--- src/hw/rtl/bdq_pkg.sv ---
// Shared types and constants for the bounded deque with indexed read.
package bdq_pkg;

	localparam int POS_W   = 6;
	localparam int COUNT_W = 7;
	localparam int CMD_W   = 3;
	localparam int STAT_W  = 2;

	typedef enum logic [CMD_W-1:0] {
		CMD_PUSH_BACK  = 3'd0,
		CMD_PUSH_FRONT = 3'd1,
		CMD_POP_BACK   = 3'd2,
		CMD_POP_FRONT  = 3'd3,
		CMD_READ       = 3'd4
	} cmd_t;

	typedef enum logic [STAT_W-1:0] {
		STAT_OK        = 2'd0,
		STAT_UNDERFLOW = 2'd1,
		STAT_RANGE     = 2'd2,
		STAT_OVERFLOW  = 2'd3
	} stat_t;

	typedef enum logic [1:0] {
		ST_IDLE,
		ST_FETCH,
		ST_SHOW
	} state_t;

	// Controller commands to the datapath.
	typedef struct packed {
		logic exec;    // input beat accepted: update pointers, write store, issue read
		logic finish;  // store read data is valid: load result registers
	} ctl_t;

endpackage

--- src/hw/rtl/bdq_ctrl.sv ---
// Controller state machine: input/output handshake and sequencing of the datapath.
module bdq_ctrl (
	input  logic            clk,
	input  logic            arst_n,
	input  logic            in_valid,
	output logic            in_stall,
	output logic            out_valid,
	input  logic            out_stall,
	output bdq_pkg::ctl_t   ctl
);

	bdq_pkg::state_t state_q;
	bdq_pkg::state_t state_d;

	always_ff @(posedge clk or negedge arst_n) begin
		if (!arst_n) begin
			state_q <= bdq_pkg::ST_IDLE;
		end else begin
			state_q <= state_d;
		end
	end

	always_comb begin
		state_d    = state_q;
		in_stall   = 1'b1;
		out_valid  = 1'b0;
		ctl.exec   = 1'b0;
		ctl.finish = 1'b0;
		unique case (state_q)
			bdq_pkg::ST_IDLE: begin
				in_stall = 1'b0;
				ctl.exec = in_valid;
				if (in_valid) begin
					state_d = bdq_pkg::ST_FETCH;
				end
			end
			bdq_pkg::ST_FETCH: begin
				ctl.finish = 1'b1;
				state_d    = bdq_pkg::ST_SHOW;
			end
			bdq_pkg::ST_SHOW: begin
				out_valid = 1'b1;
				// take the next beat in the same cycle the result leaves
				in_stall  = out_stall;
				if (!out_stall) begin
					ctl.exec = in_valid;
					state_d  = in_valid ? bdq_pkg::ST_FETCH : bdq_pkg::ST_IDLE;
				end
			end
			default: begin
				state_d = bdq_pkg::ST_IDLE;
			end
		endcase
	end

	a_exec_to_fetch: assert property (@(posedge clk) disable iff (!arst_n)
		ctl.exec |=> state_q == bdq_pkg::ST_FETCH)
		else $error("accepted beat did not start a store read");

	a_fetch_to_show: assert property (@(posedge clk) disable iff (!arst_n)
		state_q == bdq_pkg::ST_FETCH |=> out_valid && !ctl.finish)
		else $error("result not presented after store read");

	a_hold_result: assert property (@(posedge clk) disable iff (!arst_n)
		(out_valid && out_stall) |=> out_valid && !ctl.finish)
		else $error("stalled result dropped or overwritten");

endmodule

--- src/hw/rtl/bdq_datapath.sv ---
// Datapath: ring store, head pointer, count, cached ends and result registers.
module bdq_datapath #(
	parameter int DEPTH      = 64,
	parameter int DATA_WIDTH = 32
) (
	input  logic                               clk,
	input  logic                               arst_n,
	input  bdq_pkg::ctl_t                      ctl,
	input  logic [bdq_pkg::CMD_W-1:0]          cmd,
	input  logic signed [DATA_WIDTH-1:0]       data,
	input  logic [bdq_pkg::POS_W-1:0]          position,
	output logic signed [DATA_WIDTH-1:0]       read_value,
	output logic signed [DATA_WIDTH-1:0]       front_value,
	output logic signed [DATA_WIDTH-1:0]       back_value,
	output logic [bdq_pkg::COUNT_W-1:0]        entry_count,
	output logic                               is_empty,
	output logic [bdq_pkg::STAT_W-1:0]         status
);

	localparam int AW = $clog2(DEPTH);
	localparam int CW = $clog2(DEPTH + 1);
	localparam int OW = (CW > bdq_pkg::POS_W) ? CW : bdq_pkg::POS_W;
	localparam int SW = OW + 1;

	logic [AW-1:0]         head_q;
	logic [CW-1:0]         count_q;
	logic [DATA_WIDTH-1:0] store_q [DEPTH];
	logic [DATA_WIDTH-1:0] rd_q;
	logic [DATA_WIDTH-1:0] front_q;
	logic [DATA_WIDTH-1:0] back_q;
	logic [DATA_WIDTH-1:0] rdval_q;
	bdq_pkg::stat_t        status_q;
	logic                  want_rd_q;
	logic                  upd_front_q;
	logic                  upd_back_q;

	logic                  full;
	logic                  empty;
	logic [AW-1:0]         head_inc;
	logic [AW-1:0]         head_dec;
	logic [OW-1:0]         offset;
	logic [SW-1:0]         slot_sum;
	logic [AW-1:0]         slot_addr;
	logic [AW-1:0]         waddr;
	logic                  we;
	logic [AW-1:0]         head_d;
	logic [CW-1:0]         count_d;
	bdq_pkg::stat_t        stat_d;
	logic                  want_rd;
	logic                  upd_front;
	logic                  upd_back;
	logic                  set_front;
	logic                  set_back;

	assign full  = count_q == CW'(DEPTH);
	assign empty = count_q == '0;

	assign head_inc = (head_q == AW'(DEPTH - 1)) ? '0 : head_q + AW'(1);
	assign head_dec = (head_q == '0) ? AW'(DEPTH - 1) : head_q - AW'(1);

	// ring slot at an offset from the front; the sum stays below twice the depth
	assign slot_sum  = SW'(head_q) + SW'(offset);
	assign slot_addr = (slot_sum >= SW'(DEPTH)) ? AW'(slot_sum - SW'(DEPTH)) : AW'(slot_sum);
	assign waddr     = (cmd == bdq_pkg::CMD_PUSH_FRONT) ? head_dec : slot_addr;

	always_comb begin
		offset    = '0;
		we        = 1'b0;
		head_d    = head_q;
		count_d   = count_q;
		stat_d    = bdq_pkg::STAT_OK;
		want_rd   = 1'b0;
		upd_front = 1'b0;
		upd_back  = 1'b0;
		set_front = 1'b0;
		set_back  = 1'b0;
		unique case (cmd)
			bdq_pkg::CMD_PUSH_BACK: begin
				if (full) begin
					stat_d = bdq_pkg::STAT_OVERFLOW;
				end else begin
					offset    = OW'(count_q);
					we        = 1'b1;
					count_d   = count_q + CW'(1);
					set_back  = 1'b1;
					set_front = empty;
				end
			end
			bdq_pkg::CMD_PUSH_FRONT: begin
				if (full) begin
					stat_d = bdq_pkg::STAT_OVERFLOW;
				end else begin
					we        = 1'b1;
					head_d    = head_dec;
					count_d   = count_q + CW'(1);
					set_front = 1'b1;
					set_back  = empty;
				end
			end
			bdq_pkg::CMD_POP_BACK: begin
				if (empty) begin
					stat_d = bdq_pkg::STAT_UNDERFLOW;
				end else begin
					count_d = count_q - CW'(1);
					// fetch the new back entry unless the queue drains
					if (count_q > CW'(1)) begin
						offset   = OW'(count_q - CW'(2));
						upd_back = 1'b1;
					end
				end
			end
			bdq_pkg::CMD_POP_FRONT: begin
				if (empty) begin
					stat_d = bdq_pkg::STAT_UNDERFLOW;
				end else begin
					head_d    = head_inc;
					count_d   = count_q - CW'(1);
					offset    = OW'(1);
					upd_front = count_q > CW'(1);
				end
			end
			bdq_pkg::CMD_READ: begin
				if (OW'(position) >= OW'(count_q)) begin
					stat_d = bdq_pkg::STAT_RANGE;
				end else begin
					offset  = OW'(position);
					want_rd = 1'b1;
				end
			end
			default: begin
			end
		endcase
	end

	always_ff @(posedge clk or negedge arst_n) begin
		if (!arst_n) begin
			head_q  <= '0;
			count_q <= '0;
		end else if (ctl.exec) begin
			head_q  <= head_d;
			count_q <= count_d;
		end
	end

	always_ff @(posedge clk) begin
		if (ctl.exec && we) begin
			store_q[waddr] <= data;
		end
		rd_q <= store_q[slot_addr];
	end

	always_ff @(posedge clk) begin
		if (ctl.exec) begin
			status_q    <= stat_d;
			want_rd_q   <= want_rd;
			upd_front_q <= upd_front;
			upd_back_q  <= upd_back;
			if (set_front) begin
				front_q <= data;
			end
			if (set_back) begin
				back_q <= data;
			end
		end
		if (ctl.finish) begin
			rdval_q <= want_rd_q ? rd_q : '0;
			if (upd_front_q) begin
				front_q <= rd_q;
			end
			if (upd_back_q) begin
				back_q <= rd_q;
			end
		end
	end

	assign read_value  = $signed(rdval_q);
	assign front_value = empty ? '0 : $signed(front_q);
	assign back_value  = empty ? '0 : $signed(back_q);
	assign entry_count = bdq_pkg::COUNT_W'(count_q);
	assign is_empty    = empty;
	assign status      = status_q;

	a_count_bound: assert property (@(posedge clk) disable iff (!arst_n)
		count_q <= CW'(DEPTH))
		else $error("held count exceeds depth");

	a_head_bound: assert property (@(posedge clk) disable iff (!arst_n)
		head_q <= AW'(DEPTH - 1))
		else $error("head pointer outside the ring");

	a_push_grows: assert property (@(posedge clk) disable iff (!arst_n)
		(ctl.exec && !full && (cmd == bdq_pkg::CMD_PUSH_BACK ||
			cmd == bdq_pkg::CMD_PUSH_FRONT)) |=> count_q == $past(count_q) + CW'(1))
		else $error("push on a non-full queue did not add an entry");

endmodule

--- src/hw/rtl/bounded_deque_with_indexed_read.sv ---
// Bounded double-ended queue of signed words with indexed read.
//
// Input channel (in_valid / in_stall) carries one command beat: cmd, data
// (pushes only) and position (read only). Output channel (out_valid /
// out_stall) returns exactly one result beat per command: the read value,
// front and back entries after the command, entry count, empty flag and a
// status (ok, pop underflow, position out of range, push overflow).
// The entries sit in a DEPTH-word ring memory with one write and one
// registered read port; front and back are also kept in registers.
// After the accepting edge the controller passes through FETCH, where the
// registered ring memory read completes, and presents the result in SHOW.
// No new beat is taken during FETCH; while the receiver keeps out_stall
// low, a new beat is taken on the same edge a result leaves.
// When the receiver stalls, the result holds and no new beat is accepted.
// Reset (arst_n low) empties the queue and clears the handshake; the ring
// memory itself is not cleared and needs no clearing pass.
module bounded_deque_with_indexed_read #(
	parameter int DEPTH      = 64,
	parameter int DATA_WIDTH = 32
) (
	input  logic                          clk,
	input  logic                          arst_n,
	input  logic                          in_valid,
	output logic                          in_stall,
	input  logic [bdq_pkg::CMD_W-1:0]     cmd,
	input  logic signed [DATA_WIDTH-1:0]  data,
	input  logic [bdq_pkg::POS_W-1:0]     position,
	output logic                          out_valid,
	input  logic                          out_stall,
	output logic signed [DATA_WIDTH-1:0]  read_value,
	output logic signed [DATA_WIDTH-1:0]  front_value,
	output logic signed [DATA_WIDTH-1:0]  back_value,
	output logic [bdq_pkg::COUNT_W-1:0]   entry_count,
	output logic                          is_empty,
	output logic [bdq_pkg::STAT_W-1:0]    status
);

	bdq_pkg::ctl_t ctl;

	bdq_ctrl u_ctrl (
		.clk       (clk),
		.arst_n    (arst_n),
		.in_valid  (in_valid),
		.in_stall  (in_stall),
		.out_valid (out_valid),
		.out_stall (out_stall),
		.ctl       (ctl)
	);

	bdq_datapath #(
		.DEPTH      (DEPTH),
		.DATA_WIDTH (DATA_WIDTH)
	) u_datapath (
		.clk         (clk),
		.arst_n      (arst_n),
		.ctl         (ctl),
		.cmd         (cmd),
		.data        (data),
		.position    (position),
		.read_value  (read_value),
		.front_value (front_value),
		.back_value  (back_value),
		.entry_count (entry_count),
		.is_empty    (is_empty),
		.status      (status)
	);

endmodule

--- config.mk ---
export PLATFORM = sky130hd
export DESIGN_NAME = bounded_deque_with_indexed_read
export DESIGN_NICKNAME = d
export VERILOG_FILES = /design/src/hw/rtl/bdq_pkg.sv /design/src/hw/rtl/bdq_ctrl.sv /design/src/hw/rtl/bdq_datapath.sv /design/src/hw/rtl/bounded_deque_with_indexed_read.sv
export SDC_FILE = /design/constraint.sdc
export NUM_CORES = 2
export LEC_CHECK = 0
export ABC_AREA = 0
export BUFFER_PORTS_ARGS = -buffer_cell sky130_fd_sc_hd__buf_4
export CORE_MARGIN = 5
export CORE_UTILIZATION = 62
export DETAILED_ROUTE_END_ITERATION = 8
export PLACE_DENSITY = 0.75
export SLEW_MARGIN = 20
export SYNTH_ARGS = -nofsm -noshare
export SYNTH_HDL_FRONTEND = slang
export SYNTH_HIERARCHICAL = 1
export SYNTH_SLANG_ARGS = --single-unit
--- constraint.sdc ---
create_clock -name clk -period 6.5 [get_ports clk]
set_clock_uncertainty 0.2 [all_clocks]
set_input_delay 1.3 -clock clk [delete_from_list [all_inputs] [get_ports clk]]
set_output_delay 1.3 -clock clk [all_outputs]
set_load 0.02 [all_outputs]
# == Word level (Yosys, flattened, before mapping) ==
# Memory sizes are Yosys's and may differ from the RTL's. A register that Yosys moved wholly into a read port is not among the register bits.
# Cells that the tools add are included.
# totals
regBits,116
ram_bits,2048
in_bits,45
out_inout_bits,108
wordCells,99
memories,1
# op_classes
addsub,7
magnitude_cmp,3
eq_ne,14
muxes,48
bitwise,2
reduce_logical,14
# memory_table
memory,words,width,read_ports,rd_clocked_by_memory_dff,write_ports,line_no,rtl
u_datapath.store_q,64,32,1,1,1,bdq_datapath.sv:27,logic [DATA_WIDTH-1:0] store_q [DEPTH];
# op_table
cell,n
$mux 32,10
$mux 6,7
$mux 7,5
$pmux 7 s4,1
$pmux 7 s2,1
$mux 1,13
$ne 2x2->1 const B,6
$pmux 2 s3,2
$pmux 6 s2,1
$sub 6x1->6 const B,2
$add 6x7->8,1
$ge 8x7->1 const B,1
$mux 2,4
$pmux 1 s2,4
$reduce_and 4->1,2
$reduce_or 2->1,4
$add 7x1->7 const B,1
$eq 7x7->1 const B,1
$ge 6x7->1,1
$gt 7x1->1 const B,1
$logic_not 7->1,1
$sub 7x1->7 const B,1
$sub 7x2->7 const B,1
$add 6x1->6 const B,1
13 further kinds,16

# == Longest topological paths before layout ==
# logic_depth
ltp_word,8
ltp_mapped,20
depth_no_buf,17

# == Hierarchy ==
# The synthesis kept the hierarchy.
# by_module_without_submodules
mod,n_inst,cells_each,area_per_inst_um2,seq_area_each_um2
bdq_datapath,1,4008,84712.5,64857.2
bdq_ctrl,1,11,107.6,50.0

# == Least setup slack after synthesis ==
# No wires, ideal clock.
# synth_path
path_type,input port to flip-flop
from,in position[2] (netlist bit)
to,mem u_datapath.store_q[28][0] (enable)
setup_ns,0.421
arrival_time_ns,5.865
required_time_ns,5.879
slack_ns,0.014
cell_stages,17
path_buffers,2
cell_sequence,ha_1 -> a21oi_1 -> o21ai_0 -> a2111oi_4 -> nand2_1 -> o211ai_1 -> ha_1 -> fa_1 -> nand3_1 -> and3b_1 -> or2_2 -> clkbuf_1 -> buf_1 -> nor2_1 -> nand2_1 -> o32a_1 -> nor2_1
# synth_between
elab_chain_len,7
word_cells_on_any_way,8
classes_between,2 x add/sub; 2 x order compare; 4 x mux
# synth_rtl
item,line_no,rtl
"start, declared",bounded_deque_with_indexed_read.sv:27,"input logic [bdq_pkg::POS_W-1:0] position,"
$ge 6x7->1,bdq_datapath.sv:123,if (OW'(position) >= OW'(count_q)) begin
$mux 6 *,bdq_datapath.sv:123,
$pmux 7 s4 *,bdq_datapath.sv:77,unique case (cmd)
$add 6x7->8 *,bdq_datapath.sv:62,assign slot_sum = SW'(head_q) + SW'(offset);
$ge 8x7->1 / $sub 6x1->6 (equally long branches),bdq_datapath.sv:63,assign slot_addr = (slot_sum >= SW'(DEPTH)) ? AW'(slot_sum - SW'(DEPTH)) : AW'(slot_sum);
$mux 6 *,bdq_datapath.sv:63,
$mux 6 *,bdq_datapath.sv:64,assign waddr = (cmd == bdq_pkg::CMD_PUSH_FRONT) ? head_dec : slot_addr;
"end, declared",bdq_datapath.sv:27,
# Every way passes the cells marked *; elsewhere a longest branch is shown, timed or not.

# == Final worst setup path ==
# layout_path
from,reg u_datapath.count_q[1] (netlist: u_datapath/entry_count[1])
to,reg u_datapath.rd_q[17] (read register of u_datapath.store_q)
# layout_between
elab_chain_len,7
word_cells_on_any_way,15
classes_between,3 x add/sub; 3 x order compare; 1 x eq/ne; 7 x mux; 1 x reduce/logical
# layout_rtl
item,line_no,rtl
"start, declared",bdq_datapath.sv:26,logic [CW-1:0] count_q;
"start signal, assigned",bdq_datapath.sv:141,count_q <= count_d;
$sub 7x2->7 / $gt 7x1->1 (equally long branches),"bdq_datapath.sv:107, bdq_datapath.sv:106",
$mux 7,bdq_datapath.sv:106,if (count_q > CW'(1)) begin
$mux 7,bdq_datapath.sv:101,if (empty) begin
$pmux 7 s4 *,bdq_datapath.sv:77,
$add 6x7->8 *,bdq_datapath.sv:62,
$ge 8x7->1 / $sub 6x1->6 (equally long branches),bdq_datapath.sv:63,
$mux 6 *,bdq_datapath.sv:63,
"end, declared",bdq_datapath.sv:28,logic [DATA_WIDTH-1:0] rd_q;
# Marks and branches as above.
# A chain may end at the register's enable or synchronous reset.

==> out/results.tsv <==
stage	metric	value	unit
critical_path	endpoint kind of the worst setup timing path	register	
yosys	synthesized instance count	4019	
job	Max Cap Viol	0	
floorplanning	Std-Cell Core Area	135600	sq um
clock_network	clock buffer count from CTS	207	
clock_network	Worst-path clk slew	0.06	ns
layout	fin util	71.61	%
floorplanning	die boundary height	379.9	microns
yosys	mux cell area share after synthesis	16.80	%
global_routing	Overall Global Routing Usage	30.18	%
floorplanning	placement row count	135	
layout	number of fill cells in the layout	7657	
detailed_routing	Via density	6.873	
critical_path	Critical Path RT	6.94	ns
detailed_routing	drt total wl	216.4	mm
critical_path	worst reg2reg endpoint	u_datapath/rd_q[17]	
clock_network	TritonCTS clock tree	yes	
critical_path	type of element launching the critical path	register	
timing	aggregate negative setup slack	0	ns
timing	final period demand of the worst path	6.245	ns
critical_path	Worst Path Max Fanout	68	
place	post-detailed-placement half-perimeter wirelength	117.5	mm
timing	worst-margin pin slew	1.112	ns
yosys	share of flip-flops with an asynchronous set or reset	0.6831	%
global_routing	global-route wire length before repair	311.8	mm
timing	maximum clock rate	160.1	MHz
yosys	largest family of logic cells by synthesized area	multiplexers	
yosys	post-synthesis average cell area	21.10	sq um
critical_path	worst-case register-to-register setup slack	0.26	ns
critical_path	worst reg-to-reg path cell count	16	
layout	fraction of layout instances using a drive strength above 1	29.13	%
yosys	Mapped Nets	4086	
yosys	fraction of the mapped netlist area in simple logic gates	3.552	%
floorplanning	Die X	379.9	microns
yosys	number of synthesized flops with an enable pin	2085	
global_routing	maximum number of pins on one net before global-route repair	126	
outcome	status	finished clean	
pwr	Max rail drop VDD	0.0006398	V
yosys	Synth Register Bits	2196	
yosys	total number of yosys warnings	6	
timing	number of hold violations in the final report	0	
detailed_routing	drt initial violations	6500	
critical_path	path type of the worst setup path	reg2reg	
yosys	portion of the post-synthesis area used by sequential elements	76.52	%
layout	area growth from synthesis to layout	14.52	%
yosys	parity-gate share of the synthesized area counting xor and xnor cells	0.1637	%
critical_path	start point of the critical path	u_datapath/entry_count[1]	
timing	final setup violating endpoints	0	
yosys	distinct cell type count after synthesis	66	
pwr	power density normalized to cell area	490.5	nW/um^2
timing	worst-case headroom to the max-slew limit	25.84	%
critical_path	data arrival time of the worst path	6.68	ns
clock_network	Sink Count	2196	
place	gpl congestion	0.9116	
yosys	synthesized area	84820	sq um
clock_network	insertion delay to the later sink of the worst-skew pair	0.83	ns
yosys	synthesized-area fraction occupied by adder cells	0.3334	%
critical_path	Crit Reg-Reg Startpoint	u_datapath/entry_count[1]	
global_routing	number of global-route vias before repair	43120	
layout	# nets final	4431	
detailed_routing	count of antenna-violating nets left after detailed routing	0	
clock_network	Root Buffer	sky130_fd_sc_hd__clkbuf_16	
clock_network	buffers from clock root to sink, at most	3	
yosys	Synth Flop Type	sky130_fd_sc_hd__edfxtp_1	
detailed_routing	length of the first detailed-routing pass in iterations	6	
clock_network	Clock H-tree levels	4	
pwr	static leakage	30.84	nW
yosys	compound-cell area share of the yosys netlist	1.540	%
timing	crit share post-route	96.07	%
detailed_routing	average wire per standard cell	34.18	microns
floorplanning	starting density of the core	62.53	%
place	number of buffers inserted by port buffering	152	
floorplanning	number of ports placed on the die boundary	153	
global_routing	antenna violations before repair	7	
floorplanning	Die Outline Area	144300	sq um
clock_network	CTS resizes	0	
clock_network	setup fix buffers added after clock tree synthesis	0	
detailed_routing	vias post-DR	43520	
global_routing	total grt overflow	0	
detailed_routing	total DRC errors in the routed layout	0	
timing	setup repair after global routing missed its margin	no	
hold_path	path type of the worst min-delay path	in2async	
timing	Slew Viols, Final	0	
clock_network	hold bufs inserted after CTS	0	
[flip-flops by register name (all words and copies together) (netlist names)]
name	cells
u_datapath/store_q	2048
u_datapath/back_q	32
u_datapath/front_q	32
u_datapath/rd_q	32
u_datapath/read_value	32
u_datapath/entry_count	7
u_datapath/head_q	6
u_ctrl/state_q	2
u_datapath/status	2
u_datapath/upd_back_q	1
u_datapath/upd_front_q	1
u_datapath/want_rd_q	1
[report_power, final]
group          switching (W)  internal, W
sequential          0.000553       0.0160
combinational         0.0110      0.00812
clock                0.00516      0.00677
total                 0.0167       0.0309
[cell usage in the layout, fill, tap and decap left out, types with 3 or more instances in the layout]
master	instances
sky130_fd_sc_hd__ha_1	20
sky130_fd_sc_hd__or3_1	3
sky130_fd_sc_hd__nor2_2	4
sky130_fd_sc_hd__clkinv_2	30
sky130_fd_sc_hd__dfrtp_1	15
sky130_fd_sc_hd__and2_1	98
sky130_fd_sc_hd__buf_4	278
sky130_fd_sc_hd__nand2b_1	3
sky130_fd_sc_hd__a21oi_1	18
sky130_fd_sc_hd__nand3_1	76
sky130_fd_sc_hd__diode_2	9
sky130_fd_sc_hd__nor3_1	10
sky130_fd_sc_hd__o21ai_0	107
sky130_fd_sc_hd__nor3b_1	3
sky130_fd_sc_hd__clkbuf_8	12
sky130_fd_sc_hd__or2_2	4
sky130_fd_sc_hd__dfxtp_1	96
sky130_fd_sc_hd__clkbuf_16	211
sky130_fd_sc_hd__clkinvlp_4	10
sky130_fd_sc_hd__nand4_1	32
sky130_fd_sc_hd__mux4_2	576
sky130_fd_sc_hd__nor2_4	65
sky130_fd_sc_hd__nand2_1	296
sky130_fd_sc_hd__inv_1	12
sky130_fd_sc_hd__o31ai_1	5
sky130_fd_sc_hd__o21ai_1	7
sky130_fd_sc_hd__clkinv_1	46
sky130_fd_sc_hd__mux2i_1	128
sky130_fd_sc_hd__a32oi_1	33
sky130_fd_sc_hd__xnor2_1	9
sky130_fd_sc_hd__and3_1	7
sky130_fd_sc_hd__nor2_1	28
sky130_fd_sc_hd__or3b_2	3
sky130_fd_sc_hd__inv_6	7
sky130_fd_sc_hd__edfxtp_1	2085
sky130_fd_sc_hd__bufinv_16	17
sky130_fd_sc_hd__clkbuf_1	45
sky130_fd_sc_hd__nor2b_1	6
sky130_fd_sc_hd__buf_12	76
[kinds of logic (layout without fill, tap and decap cells)]
logic type	after synthesis	in the layout
xor gates and xnor gates	15	15
and+or+nand+nor	648	648
muxes	704	704
adders and majority gates	22	22
other	0	9
AOI/OAI and AO/OA	203	203
DFF	2196	2196
buffers and inverters	231	753
[stage by stage]
step	cells	total power [W]	hold slack (ns)	instance area [sq um]	worst slack [ns]
2_1_floorplan	4019	0.02803	0.2385	84820	0.01388
3_3_place_gp	5935	0.03549	0.2748	90370	0.003060
3_5_place_dp	5935	0.03569	0.2915	90370	-0.03390
4_1_cts	6321	0.04768	0.07353	97090	0.4106
5_1_grt	6322	0.04930	0.1139	97110	0.05014
6_report	6331	0.04765	0.1313	97130	0.2553
[critical path, cell delays in order, from the launching register on]
cell                       delay [ns]
sky130_fd_sc_hd__dfrtp_1         0.50
sky130_fd_sc_hd__inv_1           0.27
sky130_fd_sc_hd__ha_1            0.21
sky130_fd_sc_hd__nor4b_4         0.29
sky130_fd_sc_hd__nand2_2         0.11
sky130_fd_sc_hd__buf_4           0.32
sky130_fd_sc_hd__inv_1           0.27
sky130_fd_sc_hd__o211ai_1        0.18
sky130_fd_sc_hd__ha_4            0.21
sky130_fd_sc_hd__fa_4            0.87
sky130_fd_sc_hd__buf_12          0.21
sky130_fd_sc_hd__buf_12          0.24
sky130_fd_sc_hd__buf_4           0.32
sky130_fd_sc_hd__mux4_2          0.35
sky130_fd_sc_hd__mux4_2          0.56
sky130_fd_sc_hd__mux2i_1         0.59
sky130_fd_sc_hd__o21ai_0         0.30
[metal layers]
metal	wire length, microns	GRT usage (%)	up-vias
met4	8618	11.26	0
li1	-	-	17270
met1	81700	44.04	22940
met5	0	0	-
met2	101800	46.06	2939
met3	24280	6.573	368
[synthesized netlist by cell type (3+ instances only)]
library cell / count / area share, %
sky130_fd_sc_hd__xor2_1: 3 / 0.031
sky130_fd_sc_hd__dfrtp_1: 15 / 0.44
sky130_fd_sc_hd__dfxtp_1: 96 / 2.3
sky130_fd_sc_hd__edfxtp_1: 2085 / 74
sky130_fd_sc_hd__o21ai_1: 7 / 0.041
sky130_fd_sc_hd__mux2i_1: 128 / 1.5
sky130_fd_sc_hd__nand4_1: 32 / 0.24
sky130_fd_sc_hd__mux4_2: 576 / 15
sky130_fd_sc_hd__nor3b_1: 3 / 0.027
sky130_fd_sc_hd__clkbuf_1: 143 / 0.63
sky130_fd_sc_hd__o31ai_1: 5 / 0.044
sky130_fd_sc_hd__nand2_1: 296 / 1.3
sky130_fd_sc_hd__nand3_1: 76 / 0.45
sky130_fd_sc_hd__or3b_2: 3 / 0.031
sky130_fd_sc_hd__o21ai_0: 107 / 0.63
sky130_fd_sc_hd__or3_1: 3 / 0.022
sky130_fd_sc_hd__a32oi_1: 33 / 0.34
sky130_fd_sc_hd__xnor2_1: 11 / 0.11
sky130_fd_sc_hd__and3_1: 7 / 0.052
sky130_fd_sc_hd__nor2_1: 97 / 0.43
sky130_fd_sc_hd__nor3_1: 10 / 0.059
sky130_fd_sc_hd__buf_2: 38 / 0.22
sky130_fd_sc_hd__buf_1: 36 / 0.16
sky130_fd_sc_hd__a21oi_1: 18 / 0.11
sky130_fd_sc_hd__and2_1: 100 / 0.74
sky130_fd_sc_hd__nor2b_1: 6 / 0.044
sky130_fd_sc_hd__inv_1: 12 / 0.053
sky130_fd_sc_hd__or2_2: 5 / 0.037
sky130_fd_sc_hd__nand2b_1: 3 / 0.022
sky130_fd_sc_hd__ha_1: 21 / 0.31
[worst max-delay path by stage]
stage / end / slack, ns / cells past startpoint
4_1_cts: u_datapath/rd_q[17] / 0.41 / 16
2_1_floorplan: u_datapath/store_q[28][0] / 0.01 / 17
3_5_place_dp: u_datapath/rd_q[17] / -0.03 / 17
3_3_place_gp: u_datapath/rd_q[17] / 0.003 / 16
5_1_grt: u_datapath/rd_q[17] / 0.05 / 17
6_report: u_datapath/rd_q[17] / 0.26 / 16
[final cells by class]
cell class	instances	area, sq um	share of cell area, %
well taps	1781	2228	2.294
repair buffers	354	3608	3.715
clock buffers	268	5614	5.780
diodes	9	22.52	0.02319
multi-input cells	1592	19590	20.17
flip-flops and latches	2196	64910	66.82
clock inverters	118	1111	1.144
inverters	13	48.80	0.05024
Note: power is estimated with default switching activity, not from simulation.
